===== src/design/dlpr_pkg.sv =====
`timescale 1ns / 1ps

package dlpr_pkg;

  localparam int COUNT_W = 19;
  localparam int DATA_W  = 32;
  localparam int ADDR_W  = 4;

  localparam logic [COUNT_W-1:0] DEBOUNCE_RESET = COUNT_W'(6553);
  localparam logic [COUNT_W-1:0] HOLD_RESET     = COUNT_W'(288358);

  typedef enum logic [1:0] {
    PH_DISABLED = 2'd0,
    PH_WAITING  = 2'd1,
    PH_DEBOUNCE = 2'd2,
    PH_HOLDING  = 2'd3
  } phase_t;

  typedef enum logic [1:0] {
    REG_ENABLE   = 2'd0,
    REG_DEBOUNCE = 2'd1,
    REG_HOLD     = 2'd2
  } reg_index_t;

  typedef struct packed {
    logic               detector_enable;
    logic [COUNT_W-1:0] debounce_ticks;
    logic [COUNT_W-1:0] hold_ticks;
  } cfg_t;

  typedef struct packed {
    logic   reset_request;
    phase_t phase;
  } result_t;

endpackage


===== src/design/dlpr_regs.sv =====
`timescale 1ns / 1ps

module dlpr_regs (
  input  logic                        clk,
  input  logic                        rst,
  input  logic                        psel,
  input  logic                        penable,
  input  logic                        pwrite,
  input  logic [dlpr_pkg::ADDR_W-1:0] paddr,
  input  logic [dlpr_pkg::DATA_W-1:0] pwdata,
  output logic [dlpr_pkg::DATA_W-1:0] prdata,
  output logic                        pready,
  output dlpr_pkg::cfg_t              cfg
);
  import dlpr_pkg::*;

  logic       wr_en;
  reg_index_t index;

  assign pready = 1'b1;
  assign wr_en  = psel && penable && pwrite;
  assign index  = reg_index_t'(paddr[ADDR_W-1:2]);

  always_ff @(posedge clk) begin
    if (rst) begin
      cfg.detector_enable <= 1'b0;
      cfg.debounce_ticks  <= DEBOUNCE_RESET;
      cfg.hold_ticks      <= HOLD_RESET;
    end else if (wr_en) begin
      case (index)
        REG_ENABLE:   cfg.detector_enable <= pwdata[0];
        REG_DEBOUNCE: cfg.debounce_ticks  <= pwdata[COUNT_W-1:0];
        REG_HOLD:     cfg.hold_ticks      <= pwdata[COUNT_W-1:0];
        default: ;
      endcase
    end
  end

  always_comb begin
    case (index)
      REG_ENABLE:   prdata = DATA_W'(cfg.detector_enable);
      REG_DEBOUNCE: prdata = DATA_W'(cfg.debounce_ticks);
      REG_HOLD:     prdata = DATA_W'(cfg.hold_ticks);
      default:      prdata = '0;
    endcase
  end

endmodule


===== src/design/dlpr_fsm.sv =====
`timescale 1ns / 1ps

module dlpr_fsm (
  input  logic              clk,
  input  logic              rst,
  input  logic              step,
  input  logic              up_key_level,
  input  logic              down_key_level,
  input  dlpr_pkg::cfg_t    cfg,
  output dlpr_pkg::result_t res
);
  import dlpr_pkg::*;

  phase_t             phase;
  phase_t             phase_next;
  phase_t             cur;
  logic [COUNT_W-1:0] ticks_left;
  logic [COUNT_W-1:0] ticks_left_next;
  logic [COUNT_W-1:0] cur_ticks;
  logic               up_down;
  logic               dn_down;
  logic               expire;
  logic               request;

  assign up_down = !up_key_level;
  assign dn_down = !down_key_level;

  always_ff @(posedge clk) begin
    if (rst) begin
      phase      <= PH_DISABLED;
      ticks_left <= '0;
    end else if (step) begin
      phase      <= phase_next;
      ticks_left <= ticks_left_next;
    end
  end

  always_comb begin
    cur             = (phase == PH_DISABLED) ? PH_WAITING : phase;
    cur_ticks       = (phase == PH_DISABLED) ? '0 : ticks_left;
    expire          = (cur_ticks <= COUNT_W'(1));
    phase_next      = cur;
    ticks_left_next = expire ? '0 : cur_ticks - COUNT_W'(1);
    request         = 1'b0;
    if (!cfg.detector_enable) begin
      phase_next      = PH_DISABLED;
      ticks_left_next = '0;
    end else begin
      case (cur)
        PH_WAITING: begin
          ticks_left_next = cur_ticks;
          if (up_down || dn_down) begin
            phase_next      = PH_DEBOUNCE;
            ticks_left_next = cfg.debounce_ticks;
          end
        end
        PH_DEBOUNCE, PH_HOLDING: begin
          if ((cur == PH_DEBOUNCE) ? expire : !(up_down && dn_down)) begin
            // settle on the current key levels
            if (up_down && dn_down) begin
              phase_next      = PH_HOLDING;
              ticks_left_next = cfg.hold_ticks;
            end else if (up_down || dn_down) begin
              phase_next      = PH_DEBOUNCE;
              ticks_left_next = cfg.debounce_ticks;
            end else begin
              phase_next      = PH_WAITING;
              ticks_left_next = '0;
            end
          end else if (cur == PH_HOLDING && expire) begin
            request         = 1'b1;
            phase_next      = PH_WAITING;
            ticks_left_next = '0;
          end
        end
        default: begin
          phase_next      = PH_DISABLED;
          ticks_left_next = '0;
        end
      endcase
    end
    res.reset_request = request;
    res.phase         = phase_next;
  end

  a_idle_count_clear: assert property (@(posedge clk) disable iff (rst)
    (phase == PH_WAITING || phase == PH_DISABLED) |-> ticks_left == '0)
    else $error("count not clear while idle");

  a_request_from_hold: assert property (@(posedge clk) disable iff (rst)
    (step && res.reset_request) |-> (phase == PH_HOLDING && cfg.detector_enable))
    else $error("reset request outside hold");

  a_disable_forces: assert property (@(posedge clk) disable iff (rst)
    (step && !cfg.detector_enable) |=> (phase == PH_DISABLED && ticks_left == '0))
    else $error("disable not applied");

  a_request_returns: assert property (@(posedge clk) disable iff (rst)
    (step && res.reset_request) |=> phase == PH_WAITING)
    else $error("no return to waiting after request");

endmodule


===== src/design/dlpr_out.sv =====
`timescale 1ns / 1ps

module dlpr_out (
  input  logic              clk,
  input  logic              rst,
  input  logic              in_valid,
  output logic              in_stall,
  output logic              step,
  input  dlpr_pkg::result_t res,
  output logic              out_valid,
  input  logic              out_stall,
  output logic              reset_request,
  output logic [1:0]        detector_state
);
  import dlpr_pkg::*;

  result_t held;

  assign in_stall = out_valid && out_stall;
  assign step     = in_valid && !in_stall;

  always_ff @(posedge clk) begin
    if (rst) begin
      out_valid <= 1'b0;
    end else if (step) begin
      out_valid <= 1'b1;
    end else if (!out_stall) begin
      out_valid <= 1'b0;
    end
  end

  always_ff @(posedge clk) begin
    if (step) begin
      held <= res;
    end
  end

  assign reset_request  = held.reset_request;
  assign detector_state = held.phase;

endmodule


===== src/design/debounced_long_press_reset.sv =====
`timescale 1ns / 1ps
// Hold-to-reset detector for two active-low keys.
// Input channel: one item per timer tick with up_key_level and down_key_level
// (0 = pressed), handshake in_valid / in_stall. Output channel: one item per
// input item with reset_request (one-tick pulse) and detector_state
// (0 disabled, 1 waiting, 2 debouncing, 3 holding), handshake out_valid /
// out_stall.
// The result is registered and appears on the outputs in the cycle after the
// input item is taken. The block takes one item per cycle while in_stall is
// low; phase and countdown update together on each accepted item, and the
// output register lets a new item in while the previous result is being taken.
// When the receiver stalls, the result holds and in_stall rises only while
// the output register is full and stalled.
// Reset: detector disabled, debounce 6553 ticks, hold 288358 ticks, phase
// disabled, output empty. Configure over the APB port (enable at 0x0,
// debounce at 0x4, hold at 0x8) while no item is in flight.
module debounced_long_press_reset (
  input  logic                        clk,
  input  logic                        rst,
  input  logic                        psel,
  input  logic                        penable,
  input  logic                        pwrite,
  input  logic [dlpr_pkg::ADDR_W-1:0] paddr,
  input  logic [dlpr_pkg::DATA_W-1:0] pwdata,
  output logic [dlpr_pkg::DATA_W-1:0] prdata,
  output logic                        pready,
  input  logic                        in_valid,
  output logic                        in_stall,
  input  logic                        up_key_level,
  input  logic                        down_key_level,
  output logic                        out_valid,
  input  logic                        out_stall,
  output logic                        reset_request,
  output logic [1:0]                  detector_state
);
  import dlpr_pkg::*;

  cfg_t    cfg;
  result_t res;
  logic    step;

  dlpr_regs u_regs (
    .clk     (clk),
    .rst     (rst),
    .psel    (psel),
    .penable (penable),
    .pwrite  (pwrite),
    .paddr   (paddr),
    .pwdata  (pwdata),
    .prdata  (prdata),
    .pready  (pready),
    .cfg     (cfg)
  );

  dlpr_fsm u_fsm (
    .clk            (clk),
    .rst            (rst),
    .step           (step),
    .up_key_level   (up_key_level),
    .down_key_level (down_key_level),
    .cfg            (cfg),
    .res            (res)
  );

  dlpr_out u_out (
    .clk            (clk),
    .rst            (rst),
    .in_valid       (in_valid),
    .in_stall       (in_stall),
    .step           (step),
    .res            (res),
    .out_valid      (out_valid),
    .out_stall      (out_stall),
    .reset_request  (reset_request),
    .detector_state (detector_state)
  );

endmodule

===== config.mk =====
export PLATFORM = sky130hd
export DESIGN_NAME = debounced_long_press_reset
export DESIGN_NICKNAME = d
export VERILOG_FILES = /design/src/design/dlpr_pkg.sv /design/src/design/dlpr_regs.sv /design/src/design/dlpr_fsm.sv /design/src/design/dlpr_out.sv /design/src/design/debounced_long_press_reset.sv
export SDC_FILE = /design/constraint.sdc
export NUM_CORES = 1
export LEC_CHECK = 0
export BUFFER_PORTS_ARGS = -buffer_cell sky130_fd_sc_hd__buf_2
export CORE_MARGIN = 4
export CORE_UTILIZATION = 32
export DETAILED_ROUTE_END_ITERATION = 10
export GPL_TIMING_DRIVEN = 0
export PLACE_DENSITY_LB_ADDON = 0.3
export SYNTH_ARGS = -nofsm -noshare
export SYNTH_HDL_FRONTEND = slang
export SYNTH_SLANG_ARGS = --single-unit

===== constraint.sdc =====
create_clock -name clk -period 2.99 [get_ports clk]
set_clock_uncertainty 0.1 [all_clocks]
set_input_delay 0 -clock clk [delete_from_list [all_inputs] [get_ports clk]]
set_output_delay 0 -clock clk [all_outputs]
set_load 0.05 [all_outputs]

-- After elaboration in Yosys (flattened, before gate mapping)
Cells that the tools add are included.
- flip-flop bits (word level): 64
- bits in latches: 0
- memory bits (writable): 0
- memory bits (read-only): 0
- bits of input ports: 45
- output and inout port bits: 38
- memories: 0
- $add $sub $neg: 1
- $mul: 0
- divide/modulo/power cells: 0
- order comparisons: 1
- equality and inequality tests: 6
- shift-type cells: 0
- multiplexer cells: 22
- bitwise gates (word level): 2
- reductions and logical operators: 18
- operator list (operator ; number):
    2-to-1 mux 19 bit ; 8
    case mux 19 bit (3 select lines) ; 1
    case mux 19 bit (2 select lines) ; 1
    <= comparator 19 x 1 -> 1 bit, second input constant ; 1
    subtractor 19 x 1 -> 19 bit, second input constant ; 1
    2-to-1 mux 2 bit ; 7
    equality test 2 bit, second input constant ; 3
    logical AND 1 bit ; 6
    AND reduction 2 bit ; 3
    equality test 2 x 1 -> 1 bit, second input constant ; 2
    logical NOT 1 bit ; 4
    logical NOT 2 bit ; 2
    2-to-1 mux 1 bit ; 4
    case mux 2 bit (2 select lines) ; 1
    OR reduction 3 bit ; 1
    != test 2 x 1 -> 1 bit, second input constant ; 1
    NOT 1 bit ; 2
    OR reduction 2 bit ; 1
    logical OR 1 bit ; 1

-- Depth between registers and ports, before layout
- depth after elaboration: 8
- mapped depth: 12
- mapped depth without buffers: 9

-- Hierarchy
Synthesis repeated with hierarchy kept, for this count alone.
- cells, all modules: 531
- area, all modules: 4355.4 sq um
- modules (own cells, without submodules) (module ; instances ; cells an instance ; area an instance (sq um)):
    dlpr_fsm ; 1 ; 311 ; 2208.4
    dlpr_regs ; 1 ; 212 ; 2010.7
    dlpr_out ; 1 ; 8 ; 136.4

-- Worst setup path before layout
OpenSTA, ideal clock, no wires.
- path type: register to register
- start: reg u_out.out_valid
- end: reg u_fsm.ticks_left[8]
- library setup time: 0.079 ns
- data arrival time: 2.707 ns
- slack: 0.104 ns
- stages on the path, launching flop included: 10
- buffers on the path: 2
- period minus slack after synthesis: 2.886 ns
- path through: dfxtp_1 > and2_1 > nand2b_1 > clkbuf_1 > inv_1 > nor2_1 > a31o_2 > clkbuf_1 > nand2_1 > a22oi_1
- longest elaborated chain between the ends: 3
- ends and longest elaborated chain (item ; line ; text):
    start: declaration ; dlpr_out.sv:10 ; output logic out_valid,
    start signal: assignment ; dlpr_out.sv:24 ; out_valid <= 1'b0;
    start signal: assignment ; dlpr_out.sv:26 ; out_valid <= 1'b1;
    start signal: assignment ; dlpr_out.sv:28 ; out_valid <= 1'b0;
    logical AND 1 bit ; dlpr_out.sv:19 ; assign in_stall = out_valid && out_stall;
    net in_stall ; debounced_long_press_reset.sv:28 ; output logic in_stall,
    logical NOT 1 bit ; dlpr_out.sv:20 ; assign step = in_valid && !in_stall;
    logical AND 1 bit ; dlpr_out.sv:20 ;
    net step ; debounced_long_press_reset.sv:40 ; logic step;
    end signal: assignment ; dlpr_fsm.sv:34 ; ticks_left <= ticks_left_next;
    end: declaration ; dlpr_fsm.sv:17 ; logic [COUNT_W-1:0] ticks_left;
The timed path passes the listed nets, and every way through them passes these cells.
A chain may end at the register's enable or synchronous reset.

-- Worst setup path in the final report
- start: reg u_out.out_valid
- end: reg u_fsm.ticks_left[10]
- longest elaborated chain between the ends: 3
- ends and longest elaborated chain (item ; line):
    logical AND 1 bit ; dlpr_out.sv:19
    logical NOT 1 bit ; dlpr_out.sv:20
    logical AND 1 bit ; dlpr_out.sv:20
    net step ; debounced_long_press_reset.sv:40
The timed path passes the listed nets, and every way through them passes these cells.

==> impl_results.md <==
- Tot GR Track Use: 0.192
- Synthesized area: 4080 sq um
- Crit-path slowest cell: nor2_2
- Fmax: 365 MHz
- Most frequent CP cell: clkbuf_1
- Grt total ovfl: 0
- HP Class: input pin to flip-flop
- Top FF cell, synth: dfxtp_1
- Fin. max-slew vios: 0
- Vias in the first global route: 4276
- Post-synthesis xor/xnor area fraction: 0.0236
- Worst skew pair latency: 330 ps
- DRC: 0
- CP endpoint kind: flip-flop
- First-pass GRT wire length: 22400 um
- CP Cell Sequence: and2_1, nand2b_1, clkbuf_1, inv_1, nor2_2, a31o_2, clkbuf_1, nand2_1, a32oi_1
- Final setup viols: 0
- Clk root buf: clkbuf_16
- Hold Slack: 6.30 ps
- Worst Path Arrival: 2880 ps
- Nets@finish: 689
- RSZ-0062 raised after global routing: false
- Vias per inst: 5.48
- Number of flops mapped to enable cells by yosys: 3
- PwrDens: 443 nW/um^2
- CP max stage delay: 430 ps
- Synth Instances: 544
- Post-Synth Adder-Cell Area: 0.0123
- Status: completed
- Initial Util: 0.333
- Syn Area/Cell: 7.50 sq um
- Max-cap violations: 0
- Pre-CTS WS: -256 ps
- IO Port Bufs: 53
- Post-DP HPWL: 10600 um
- Placer Congestion: 0.877
- Peak supply drop: 0.327 mV
- Clock sinks: 64
- Crit share post-route: 0.915
- Die Y: 121 um
- Crit-path max FO: 10
- Power share of the clock group: 0.464
- Core area: 12300 sq um
- Synthesized flop and latch total: 64
- Synth unique cells: 63
- Share of layout cells above drive strength 1: 0.161
- Die width: 121 um
- FF-to-FF path depth: 9
- Vias post-DR: 4456
- P_leak: 2.10 nW
- Setup TNS: 0 ps
- Crit Path Category: flip-flop to flip-flop
- Commonest cells after routing, fill and taps aside: 142 x nand2_1, 60 x dfxtp_1, 55 x buf_2
- Synth Area in Compound Gates: 0.265
- Final core utilization: 0.418
- Die area: 14600 sq um
- Sequential share of power: 0.389
- CTS H-tree depth: 3
- Critical Path Source Type: flip-flop
- Min Tclk post-route: 2740 ps
- Clk slew on worst S/H paths: 50 ps
- Filler cells: 1242
- Drt first pass iters: 7
- Diode count: 0
- Synthesis-to-finish area growth: 25.7%
- Post-synthesis sequential area ratio: 0.322
- Final antenna-violating net count: 0
- Max-slew headroom: 0.0978
- Post-route setup slack: 254 ps
- Gate power share: 0.146
- Int Pwr: 1.64 mW
- Net Sw Frac: 0.276
- Commonest non-fill, non-tap cell in the layout: nand2_1
- CTS tree: yes
- Synth Area in Simple Gates: 0.283
- Io pins: 83
- CTS buffer count: 9
- DRT iter0 DRCs: 444
- Clock Path Buffers: 2
- Mux contribution to synthesized area: 0.0150
- Worst slew pin tran: 1350 ps
- Largest net degree at the start of global routing: 12
- Switching pwr: 0.627 mW
- Hold path depth: 4
- DRT Wirelength: 14000 um
- Post-synth ARST share: 0
- Row cnt: 40
- Total chip power: 2.27 mW
- DR WL/cell: 17.2 um
- CP Data Required Time: 3130 ps
- Synth warn: 0
- Largest family of logic cells by synthesized area: simple AND/OR/NAND/NOR gates
- Hold Vio Cnt, Final: 0
- Initial antenna violation count: 0
[cell families (layout without fill, tap and decap cells)]
kind of cell	after synthesis	count (layout)
buffers and inverters	65	154
AND/OR/NAND/NOR	246	246
flip-flops	64	64
other	2	14
multiplexers	6	6
adder cells (fa/ha/maj)	4	4
XOR/XNOR	11	11
AO/OA/AOI/OAI	146	146
[final timing paths]
| check | from | to | slack (ps) |
|---|---|---|---|
| max | u_out.out_valid$_SDFFE_PP0P_ | u_fsm.ticks_left[10]$_SDFFE_PP0P_ | 250 |
| min reg2reg | u_regs.cfg[4]$_SDFFE_PP0P_ | u_regs.cfg[4]$_SDFFE_PP0P_ | 380 |
| max reg2reg | u_out.out_valid$_SDFFE_PP0P_ | u_fsm.ticks_left[10]$_SDFFE_PP0P_ | 250 |
| min | rst | u_fsm.ticks_left[7]$_SDFFE_PP0P_ | 6 |
[flip-flops by register name (all words and copies together) (netlist names)]
name                  count
u_out.detector_state      2
u_out.reset_request       1
u_fsm.ticks_left         19
u_regs.cfg               39
u_fsm.phase               2
u_out.out_valid           1
[routing by layer]
layer	vias up	wire length (um)	global-route usage
met5	-	0	0
met4	0	471	0.0949
met3	37	915	0.0280
met2	205	6200	0.297
met1	2072	6380	0.260
li1	2142	-	-
[power by group through the flow]
stage | registers, mW | logic (mW) | clock network [mW]
final | 0.884 | 0.332 | 1.05
after global routing | 0.885 | 0.352 | 1.11
after CTS | 0.883 | 0.328 | 1.06
after detailed placement | 0.902 | 0.305 | 0
after global placement | 0.901 | 0.303 | 0
after floorplan | 0.907 | 0.212 | 0
[synth_stat cells (3+ instances only)]
cell	number	area share
nand2_1	143	0.13
buf_1	5	0.0046
a311oi_1	3	0.0064
nand3_1	22	0.027
dfxtp_1	61	0.30
o21ai_0	11	0.014
a21oi_1	33	0.041
inv_1	10	0.0092
and3_1	5	0.0077
a31oi_1	9	0.014
nor4_1	7	0.011
nand4_1	5	0.0077
xnor2_1	5	0.011
buf_4	14	0.026
o31ai_1	4	0.0074
a211oi_1	4	0.0074
clkbuf_1	31	0.029
mux2i_1	5	0.012
a21o_1	13	0.024
nor2_1	20	0.018
a32oi_1	10	0.021
edfxtp_1	3	0.022
a221oi_1	14	0.030
nand3b_1	16	0.029
nor3b_1	3	0.0055
or3_1	5	0.0077
a22oi_1	6	0.011
xor2_1	6	0.013
ha_1	4	0.012
nor2b_1	3	0.0046
a22o_1	19	0.041
nor3_1	6	0.0074
[critical path: cells and delay by family, from the launching register on]
family	cells	cell delay, ps
AOI/OAI and AO/OA	2	440
buffers and inverters	3	1030
DFF	1	310
and+or+nand+nor	4	770
[cell type report]
type	count	area, sq um	area share
Multi-Input combinational cell	427	2510	0.489
Clock inverter	5	56.3	0.0110
Clock buffer	11	243	0.0474
Sequential cell	64	1310	0.256
Tap cell	168	210	0.0410
Inverter	10	37.5	0.00732
Timing Repair Buffer	76	493	0.0962
Buffer	52	267	0.0520
[through the flow]
stage                     instance area [sq um]  instances
after floorplan                            4120        556
after global placement                     4600        777
after detailed placement                   4600        777
after CTS                                  5110        813
after global routing                       5120        813
final                                      5120        813
[repair_timing]
action | 4_1_cts | 5_1_grt
setup buffers | 0 | 1
resized for setup | 0 | 4
pin swaps | 0 | 1
endpoints found under the setup margin | 17 | 20
hold endpoints to repair | 40 | 0
hold buffers | 22 | 0
Note: power is estimated with default switching activity, not from simulation.
